===== src/sv/colon_fragment_header_parser_assert.svh =====
// assertion macros for the colon fragment header parser
// no dependencies; included by modules that carry assertions
`ifndef COLON_FRAGMENT_HEADER_PARSER_ASSERT_SVH
`define COLON_FRAGMENT_HEADER_PARSER_ASSERT_SVH

`ifndef SYNTHESIS
`define CFHP_ASSERT(lbl, clk, rst_n, prop) \
  lbl: assert property (@(posedge clk) disable iff (!rst_n) prop) \
    else $error("cfhp assertion failed");
`define CFHP_ASSERT_ALWAYS(lbl, clk, prop) \
  lbl: assert property (@(posedge clk) prop) \
    else $error("cfhp assertion failed");
`else
`define CFHP_ASSERT(lbl, clk, rst_n, prop)
`define CFHP_ASSERT_ALWAYS(lbl, clk, prop)
`endif

`endif


===== src/sv/cfhp_pkg.sv =====
// shared constants and types for the colon fragment header parser
// no dependencies; used by the channel interfaces and the top level
package cfhp_pkg;

  localparam int unsigned BYTE_W      = 8;
  localparam int unsigned ACC_W       = 16;
  localparam int unsigned SIZE_W      = 10;
  localparam int unsigned MAX_PAYLOAD = 1000;

  localparam int unsigned ACC_PROD_W  = ACC_W + 4;
  localparam int unsigned SIZE_PROD_W = SIZE_W + 4;

  localparam logic [BYTE_W-1:0] COLON_BYTE = 8'h3A;
  localparam logic [BYTE_W-1:0] DIGIT_LO   = 8'h30;
  localparam logic [BYTE_W-1:0] DIGIT_HI   = 8'h39;
  localparam logic [ACC_W-1:0]  ACC_MAX    = {ACC_W{1'b1}};
  localparam logic [SIZE_W-1:0] SIZE_MAX   = SIZE_W'(MAX_PAYLOAD);

  typedef enum logic [1:0] {
    KIND_HEADER = 2'd0,
    KIND_NAME   = 2'd1,
    KIND_DATA   = 2'd2
  } kind_t;

  typedef enum logic [5:0] {
    PH_TOTAL  = 6'b000001,
    PH_NUMBER = 6'b000010,
    PH_SIZE   = 6'b000100,
    PH_NAME   = 6'b001000,
    PH_DATA   = 6'b010000,
    PH_DONE   = 6'b100000
  } phase_t;

endpackage


===== src/sv/cfhp_if.sv =====
// valid/ready channel interfaces for datagram bytes in and parse results out
// depends on cfhp_pkg
interface cfhp_in_if;
  logic                          valid;
  logic                          ready;
  logic [cfhp_pkg::BYTE_W-1:0]   data_byte;
  logic                          packet_start;

  modport source (output valid, data_byte, packet_start, input ready);
  modport sink   (input valid, data_byte, packet_start, output ready);
endinterface

interface cfhp_out_if;
  logic                          valid;
  logic                          ready;
  cfhp_pkg::kind_t               item_kind;
  logic [cfhp_pkg::ACC_W-1:0]    total_frags;
  logic [cfhp_pkg::ACC_W-1:0]    fragment_number;
  logic [cfhp_pkg::SIZE_W-1:0]   payload_size;
  logic                          size_clipped;
  logic [cfhp_pkg::BYTE_W-1:0]   item_byte;
  logic                          last_of_packet;

  modport source (output valid, item_kind, total_frags, fragment_number, payload_size,
                  size_clipped, item_byte, last_of_packet, input ready);
  modport sink   (input valid, item_kind, total_frags, fragment_number, payload_size,
                  size_clipped, item_byte, last_of_packet, output ready);
endinterface


===== src/sv/colon_fragment_header_parser.sv =====
// colon fragment header parser: total:number:size:name:data, one byte per beat
// depends on cfhp_pkg, cfhp_if.sv and colon_fragment_header_parser_assert.svh
//
//  channel  dir  content
//  in_ch    in   data_byte, packet_start
//  out_ch   out  item_kind, total_frags, fragment_number, payload_size,
//                size_clipped, item_byte, last_of_packet
//
// one byte accepted per cycle while in_ch.ready is high; parse state updates at the accepting edge
// a result is loaded into the output register at the edge that accepts its byte
// in_ch.ready is low only while a result is held and out_ch.ready is low
// synchronous active-low reset puts the parser in the total field, accs zero
`include "colon_fragment_header_parser_assert.svh"

module colon_fragment_header_parser (
  input  logic      clk,
  input  logic      rst_n,
  cfhp_in_if.sink   in_ch,
  cfhp_out_if.source out_ch
);
  import cfhp_pkg::*;

  phase_t            phase_r, phase_nxt;
  logic              stop_r, stop_nxt;
  logic [ACC_W-1:0]  total_r, total_nxt;
  logic [ACC_W-1:0]  number_r, number_nxt;
  logic [SIZE_W-1:0] size_r, size_nxt;
  logic              clip_r, clip_nxt;
  logic [SIZE_W-1:0] left_r, left_nxt;

  logic              ov_r, ov_nxt;
  kind_t             okind_r, okind_nxt;
  logic [ACC_W-1:0]  ototal_r, ototal_nxt;
  logic [ACC_W-1:0]  onumber_r, onumber_nxt;
  logic [SIZE_W-1:0] osize_r, osize_nxt;
  logic              oclip_r, oclip_nxt;
  logic [BYTE_W-1:0] obyte_r, obyte_nxt;
  logic              olast_r, olast_nxt;

  phase_t            e_phase;
  logic              e_stop;
  logic [ACC_W-1:0]  e_total, e_number;
  logic [SIZE_W-1:0] e_size, e_left, left_dec;
  logic              e_clip;

  logic              accept, is_colon, is_digit, emit;
  logic [BYTE_W-1:0] b;
  logic [3:0]        digit;
  logic [ACC_W-1:0]  acc_sel, acc_new;
  logic [ACC_PROD_W-1:0]  acc_prod;
  logic [SIZE_PROD_W-1:0] size_prod;
  logic [SIZE_W-1:0] size_new;
  logic              size_over;

  assign in_ch.ready = !ov_r || out_ch.ready;
  assign accept      = in_ch.valid && in_ch.ready;
  assign b           = in_ch.data_byte;
  assign is_colon    = (b == COLON_BYTE);
  assign is_digit    = (b >= DIGIT_LO) && (b <= DIGIT_HI);
  assign digit       = b[3:0];

  // packet start folds the reset values into this beat
  assign e_phase  = in_ch.packet_start ? PH_TOTAL : phase_r;
  assign e_stop   = in_ch.packet_start ? 1'b0 : stop_r;
  assign e_total  = in_ch.packet_start ? '0 : total_r;
  assign e_number = in_ch.packet_start ? '0 : number_r;
  assign e_size   = in_ch.packet_start ? '0 : size_r;
  assign e_clip   = in_ch.packet_start ? 1'b0 : clip_r;
  assign e_left   = in_ch.packet_start ? '0 : left_r;
  assign left_dec = e_left - SIZE_W'(1);

  // decimal accumulate, shared by total and number
  assign acc_sel  = (e_phase == PH_NUMBER) ? e_number : e_total;
  assign acc_prod = ACC_PROD_W'(acc_sel) * ACC_PROD_W'(10) + ACC_PROD_W'(digit);
  assign acc_new  = (acc_prod > ACC_PROD_W'(ACC_MAX)) ? ACC_MAX : acc_prod[ACC_W-1:0];

  assign size_prod = SIZE_PROD_W'(e_size) * SIZE_PROD_W'(10) + SIZE_PROD_W'(digit);
  assign size_over = (size_prod > SIZE_PROD_W'(MAX_PAYLOAD));
  assign size_new  = size_over ? SIZE_MAX : size_prod[SIZE_W-1:0];

  always_comb begin
    phase_nxt   = phase_r;
    stop_nxt    = stop_r;
    total_nxt   = total_r;
    number_nxt  = number_r;
    size_nxt    = size_r;
    clip_nxt    = clip_r;
    left_nxt    = left_r;
    emit        = 1'b0;
    okind_nxt   = okind_r;
    obyte_nxt   = obyte_r;
    olast_nxt   = olast_r;
    if (accept) begin
      phase_nxt  = e_phase;
      stop_nxt   = e_stop;
      total_nxt  = e_total;
      number_nxt = e_number;
      size_nxt   = e_size;
      clip_nxt   = e_clip;
      left_nxt   = e_left;
      case (e_phase)
        PH_TOTAL, PH_NUMBER: begin
          if (is_colon) begin
            phase_nxt = (e_phase == PH_TOTAL) ? PH_NUMBER : PH_SIZE;
            stop_nxt  = 1'b0;
          end else if (!e_stop) begin
            if (!is_digit) begin
              stop_nxt = 1'b1;
            end else if (e_phase == PH_TOTAL) begin
              total_nxt = acc_new;
            end else begin
              number_nxt = acc_new;
            end
          end
        end
        PH_SIZE: begin
          if (is_colon) begin
            phase_nxt = PH_NAME;
            stop_nxt  = 1'b0;
            left_nxt  = e_size;
            emit      = 1'b1;
            okind_nxt = KIND_HEADER;
            obyte_nxt = '0;
            olast_nxt = 1'b0;
          end else if (!e_stop) begin
            if (!is_digit) begin
              stop_nxt = 1'b1;
            end else begin
              size_nxt = size_new;
              if (size_over) begin
                clip_nxt = 1'b1;
              end
            end
          end
        end
        PH_NAME: begin
          if (is_colon) begin
            if (e_left == '0) begin
              phase_nxt = PH_DONE;
              emit      = 1'b1;
              okind_nxt = KIND_DATA;
              obyte_nxt = '0;
              olast_nxt = 1'b1;
            end else begin
              phase_nxt = PH_DATA;
            end
          end else begin
            emit      = 1'b1;
            okind_nxt = KIND_NAME;
            obyte_nxt = b;
            olast_nxt = 1'b0;
          end
        end
        PH_DATA: begin
          if (e_left == '0) begin
            phase_nxt = PH_DONE;
          end else begin
            left_nxt  = left_dec;
            emit      = 1'b1;
            okind_nxt = KIND_DATA;
            obyte_nxt = b;
            olast_nxt = (left_dec == '0);
            if (left_dec == '0) begin
              phase_nxt = PH_DONE;
            end
          end
        end
        default: begin
        end
      endcase
    end
    ov_nxt      = (ov_r && !out_ch.ready) || emit;
    ototal_nxt  = emit ? e_total  : ototal_r;
    onumber_nxt = emit ? e_number : onumber_r;
    osize_nxt   = emit ? e_size   : osize_r;
    oclip_nxt   = emit ? e_clip   : oclip_r;
  end

  always_ff @(posedge clk) begin
    if (!rst_n) begin
      phase_r  <= PH_TOTAL;
      stop_r   <= 1'b0;
      total_r  <= '0;
      number_r <= '0;
      size_r   <= '0;
      clip_r   <= 1'b0;
      left_r   <= '0;
      ov_r     <= 1'b0;
    end else begin
      phase_r  <= phase_nxt;
      stop_r   <= stop_nxt;
      total_r  <= total_nxt;
      number_r <= number_nxt;
      size_r   <= size_nxt;
      clip_r   <= clip_nxt;
      left_r   <= left_nxt;
      ov_r     <= ov_nxt;
    end
  end

  // result payload, no reset
  always_ff @(posedge clk) begin
    okind_r   <= okind_nxt;
    ototal_r  <= ototal_nxt;
    onumber_r <= onumber_nxt;
    osize_r   <= osize_nxt;
    oclip_r   <= oclip_nxt;
    obyte_r   <= obyte_nxt;
    olast_r   <= olast_nxt;
  end

  assign out_ch.valid           = ov_r;
  assign out_ch.item_kind       = okind_r;
  assign out_ch.total_frags     = ototal_r;
  assign out_ch.fragment_number = onumber_r;
  assign out_ch.payload_size    = osize_r;
  assign out_ch.size_clipped    = oclip_r;
  assign out_ch.item_byte       = obyte_r;
  assign out_ch.last_of_packet  = olast_r;

  `CFHP_ASSERT(a_data_left_nonzero, clk, rst_n, (phase_r == PH_DATA) |-> (left_r != '0))
  `CFHP_ASSERT(a_left_in_range, clk, rst_n, left_r <= SIZE_MAX)
  `CFHP_ASSERT(a_clip_at_max, clk, rst_n, clip_r |-> (size_r == SIZE_MAX))
  `CFHP_ASSERT(a_name_not_last, clk, rst_n, (ov_r && okind_r == KIND_NAME) |-> !olast_r)

endmodule


===== src/flat_wrapper.sv =====
// flat-port wrapper written by rule: the top's interface ports become plain ports
module colon_fragment_header_parser_flat import cfhp_pkg::*;
  (clk, rst_n, in_ch_valid, in_ch_data_byte, in_ch_packet_start, in_ch_ready, out_ch_valid, out_ch_item_kind, out_ch_total_frags, out_ch_fragment_number, out_ch_payload_size, out_ch_size_clipped, out_ch_item_byte, out_ch_last_of_packet, out_ch_ready);
  cfhp_in_if in_ch_i ();
  cfhp_out_if out_ch_i ();
  input  logic clk;
  input  logic rst_n;
  input wire logic [$bits(in_ch_i.valid)-1:0] in_ch_valid;
  input wire logic [$bits(in_ch_i.data_byte)-1:0] in_ch_data_byte;
  input wire logic [$bits(in_ch_i.packet_start)-1:0] in_ch_packet_start;
  output wire logic [$bits(in_ch_i.ready)-1:0] in_ch_ready;
  output wire logic [$bits(out_ch_i.valid)-1:0] out_ch_valid;
  output wire logic [$bits(out_ch_i.item_kind)-1:0] out_ch_item_kind;
  output wire logic [$bits(out_ch_i.total_frags)-1:0] out_ch_total_frags;
  output wire logic [$bits(out_ch_i.fragment_number)-1:0] out_ch_fragment_number;
  output wire logic [$bits(out_ch_i.payload_size)-1:0] out_ch_payload_size;
  output wire logic [$bits(out_ch_i.size_clipped)-1:0] out_ch_size_clipped;
  output wire logic [$bits(out_ch_i.item_byte)-1:0] out_ch_item_byte;
  output wire logic [$bits(out_ch_i.last_of_packet)-1:0] out_ch_last_of_packet;
  input wire logic [$bits(out_ch_i.ready)-1:0] out_ch_ready;
  assign in_ch_i.valid = in_ch_valid;
  assign in_ch_i.data_byte = in_ch_data_byte;
  assign in_ch_i.packet_start = in_ch_packet_start;
  assign in_ch_ready = in_ch_i.ready;
  assign out_ch_valid = out_ch_i.valid;
  assign out_ch_item_kind = out_ch_i.item_kind;
  assign out_ch_total_frags = out_ch_i.total_frags;
  assign out_ch_fragment_number = out_ch_i.fragment_number;
  assign out_ch_payload_size = out_ch_i.payload_size;
  assign out_ch_size_clipped = out_ch_i.size_clipped;
  assign out_ch_item_byte = out_ch_i.item_byte;
  assign out_ch_last_of_packet = out_ch_i.last_of_packet;
  assign out_ch_i.ready = out_ch_ready;
  colon_fragment_header_parser u_core (.clk(clk), .rst_n(rst_n), .in_ch(in_ch_i), .out_ch(out_ch_i));
endmodule

===== config.mk =====
export PLATFORM = sky130hd
export DESIGN_NAME = colon_fragment_header_parser_flat
export DESIGN_NICKNAME = d
export VERILOG_FILES = /design/src/sv/cfhp_pkg.sv /design/src/sv/cfhp_if.sv /design/src/sv/colon_fragment_header_parser.sv /design/src/flat_wrapper.sv
export VERILOG_INCLUDE_DIRS = /design/src /design/src/sv
export SDC_FILE = /design/constraint.sdc
export NUM_CORES = 1
export LEC_CHECK = 0
export BUFFER_PORTS_ARGS = -buffer_cell sky130_fd_sc_hd__buf_2
export CORE_ASPECT_RATIO = 0.6
export CORE_UTILIZATION = 45
export DETAILED_ROUTE_END_ITERATION = 7
export GPL_TIMING_DRIVEN = 0
export SLEW_MARGIN = 0
export SYNTH_ARGS = -nofsm -noshare
export SYNTH_HDL_FRONTEND = slang
export SYNTH_SLANG_ARGS = --single-unit
export TNS_END_PERCENT = 1

===== constraint.sdc =====
create_clock -name clk -period 28.7 [get_ports clk]
set_input_delay 4.305 -clock clk [delete_from_list [all_inputs] [get_ports clk]]
set_output_delay 4.305 -clock clk [all_outputs]
set_load 0.005 [all_outputs]

==> results.ini <==
[setup_path]
startpoint_type=input port
worstSetupPathType=in -> reg
cp_slowest_cell=buf_1
arrival_ns=10.10
cp_data_required_time_ns=29.04
path_common_cell=buf_2
max_stage_delay_ns=0.65
path_cells=buf_2, buf_2, nor2_1, nand3_1, buf_1, clkbuf_1, o21ai_0, ha_1, ha_1, inv_1, fa_1, nor2b_1, o22ai_1, xnor2_1, nand4_2, nor4_2, nor3b_2, mux2i_2, buf_2, nor3_1, o21ai_0
cp_max_fo=10
reg2regPathDepth=20
end_kind=register

[power_and_ir_drop]
p_clk_share_pct=52.1
p_int_uw=316
power_uw=415
powerDensity_mw_per_mm2=47.5
p_leak_nw=3.60
peakVddDrop_mv=0.0414
netSwitchingPower_uw=99.3
swShare_pct=23.9
p_seq_share_pct=41.5
p_comb_share_pct=6.3

[final_layout]
layoutNonFillerInstCount=1155
final_core_utilization_pct=53.9
multi_input_area_mm2=0.00435
final_cell_mix=o21ai_0, nand2_1, buf_2
drive_above_1_share_pct=16.2
layout.nets=997
ff_latch_area_mm2=0.00284
fillCellCount=1524
syn2layout_area_growth_pct=17.0
final_common_cell=o21ai_0
final_area_mm2=0.00874
insertedDiodeCount=0

[yosys]
synth_cell_types=76
post_synth_instance_area_mm2=0.00747
syn_inst=837
ys_warn_count=0
ys.flop_type=dfxtp_1
yosys-top-cells-area=edfxtp_1, dfxtp_1, ha_1, o21ai_0, nor2b_1
ys_async_sr_fraction_pct=0
ys_seq_area_share_pct=38.0
ys_ff_latch=115
synth_area_per_cell_um2=8.93
synth_edf_count=54
syn_nets=901
yosys.area.top_type=edfxtp_1
post-synth-top-area-fraction_pct=21.7

[drt]
avgViaCountPerCell=5.77
first_iter_violations=863
wl_per_cell_um=18.9
drt-pass1-iter-count=6
antenna_left=0
wl_mm=21.8
drc=0
detailroute.via_count=6667

[timing]
min_period_over_period_pct=34.0
slew_viol_final=0
fin_skew_ns=0.00933
fin_tns_setup_ns=0
fin_ws_ns=18.95
rsz0062_at_grt=false
tightest_slew_ns=0.982
clock.fmax_mhz=103
fin_hold_ws_ns=0.433
final-setup-viol-count=0
fin_crit_ns=9.75
slew_headroom_pct=34.4
finalHoldViolCount=0

[floorplanning]
start_util_pct=46.1
pin_count=69
core-area_mm2=0.0162
num_rows=36
die_h_um=102
dieArea_mm2=0.0171
die_x_um=168

[clocking]
clk_pin_slew_worst_paths_ns=0.06
cts.sinks=115
cts_buffer_depth=2
cts_tree=done
postCtsSetupBuffers=0
htreeDepth=4
cts-root-buf=clkbuf_16
ctsResizeCount=0
ctsHoldBuffers=0
clk_latency_ns=0.42
cts_buffers=17

[place]
dp_cells=1123
post-place-ws_ns=18.61
placed_area_mm2=0.00815
dp_hpwl_mm=16.3
portBuffers=68
gp_congestion=0.895

[hold_path]
hp-class=reg -> reg
hold_depth=2

[global_routing]
antenna_found_initial=0
grt_usage_pct=26.1
gr-total-overflow=0
grt_max_degree=17
grt_pass1_vias=5740
grt_pass1_wl_mm=33.6

[outcome]
outcome=completed

[flow_run]
maxCapViolCount=0

[cell families (layout without fill, tap and decap cells)]
family                     Yosys count  after routing  synth area share (%)
buffers and inverters               73            182                  3.94
muxes                               19             19                  2.88
adders and majority gates           51             51                  8.94
xor gates and xnor gates            39             39                  4.57
and+or+nand+nor                    308            308                  21.8
AOI/OAI and AO/OA                  232            232                  19.9
DFF                                115            115                  38.0
[worst paths after layout]
| kind | end | slack, ns | start |
|---|---|---|---|
| max reg2reg | u_core.total_r[11]$_SDFFE_PN0P_ | 22.67 | u_core.phase_r[4]$_SDFFE_PN0P_ |
| min reg2reg | u_core.total_r[4]$_SDFFE_PN0P_ | 0.43 | u_core.total_r[4]$_SDFFE_PN0P_ |
| min | u_core.total_r[4]$_SDFFE_PN0P_ | 0.43 | u_core.total_r[4]$_SDFFE_PN0P_ |
| max | u_core.total_r[11]$_SDFFE_PN0P_ | 18.95 | in_ch_packet_start |
[registers in the layout (all words and copies together) (netlist names)]
register / cells
u_core.number_r: 16
u_core.out_ch.fragment_number: 16
u_core.out_ch.total_frags: 16
u_core.total_r: 16
u_core.left_r: 10
u_core.out_ch.payload_size: 10
u_core.size_r: 10
u_core.out_ch.item_byte: 8
u_core.phase_r: 6
u_core.out_ch.item_kind: 2
u_core.clip_r: 1
u_core.out_ch.last_of_packet: 1
u_core.out_ch.size_clipped: 1
u_core.out_ch.valid: 1
u_core.stop_r: 1
[critical path, delay by kind of cell]
family | cells | cell delay (ns)
buffers and inverters | 6 | 1.99
AND/OR/NAND/NOR | 7 | 1.58
adder cells (fa/ha/maj) | 3 | 0.90
AO/OA/AOI/OAI | 3 | 0.62
multiplexers | 1 | 0.36
XOR/XNOR | 1 | 0.34
[synthesized netlist by cell type (all sizes together) (8+ instances only)]
library cell  count
dfxtp            61
ha               47
nor3b             8
nand2b           11
a21oi            34
edfxtp           54
o21ai            93
a21o              9
a31oi            14
xor2             15
nor2             61
nand2            82
nor3             32
mux2             14
and2             12
o21a             10
clkbuf           30
buf               9
nor2b            57
xnor2            24
inv              34
a31o              8
[area by class of cell]
type | instances | share of cell area (%)
Timing Repair Buffer | 77 | 4.62
Inverter | 34 | 1.46
Tap cell | 209 | 2.99
Clock inverter | 13 | 1.85
Sequential cell | 115 | 32.5
Buffer | 39 | 1.90
Multi-Input combinational cell | 649 | 49.7
Clock buffer | 19 | 4.95
[per-layer routing]
layer	track usage (%)	share of wire, %	vias to the layer above	wire [um]
li1	-	-	3239	-
met1	44.1	55	3098	12000
met2	31.3	35	308	7620
met3	6.00	9.3	22	2020
met4	5.73	1.1	0	238
met5	0	0	-	0
[power groups by stage]
stage	sequential (mW)	combinational (mW)	clock [mW]
final	0.172	0.0263	0.217
after floorplan	0.176	0.0171	0
after global placement	0.176	0.0253	0
after global routing	0.173	0.0285	0.226
after detailed placement	0.176	0.0255	0
after CTS	0.172	0.0256	0.218
(Power assumes the default switching activity.)
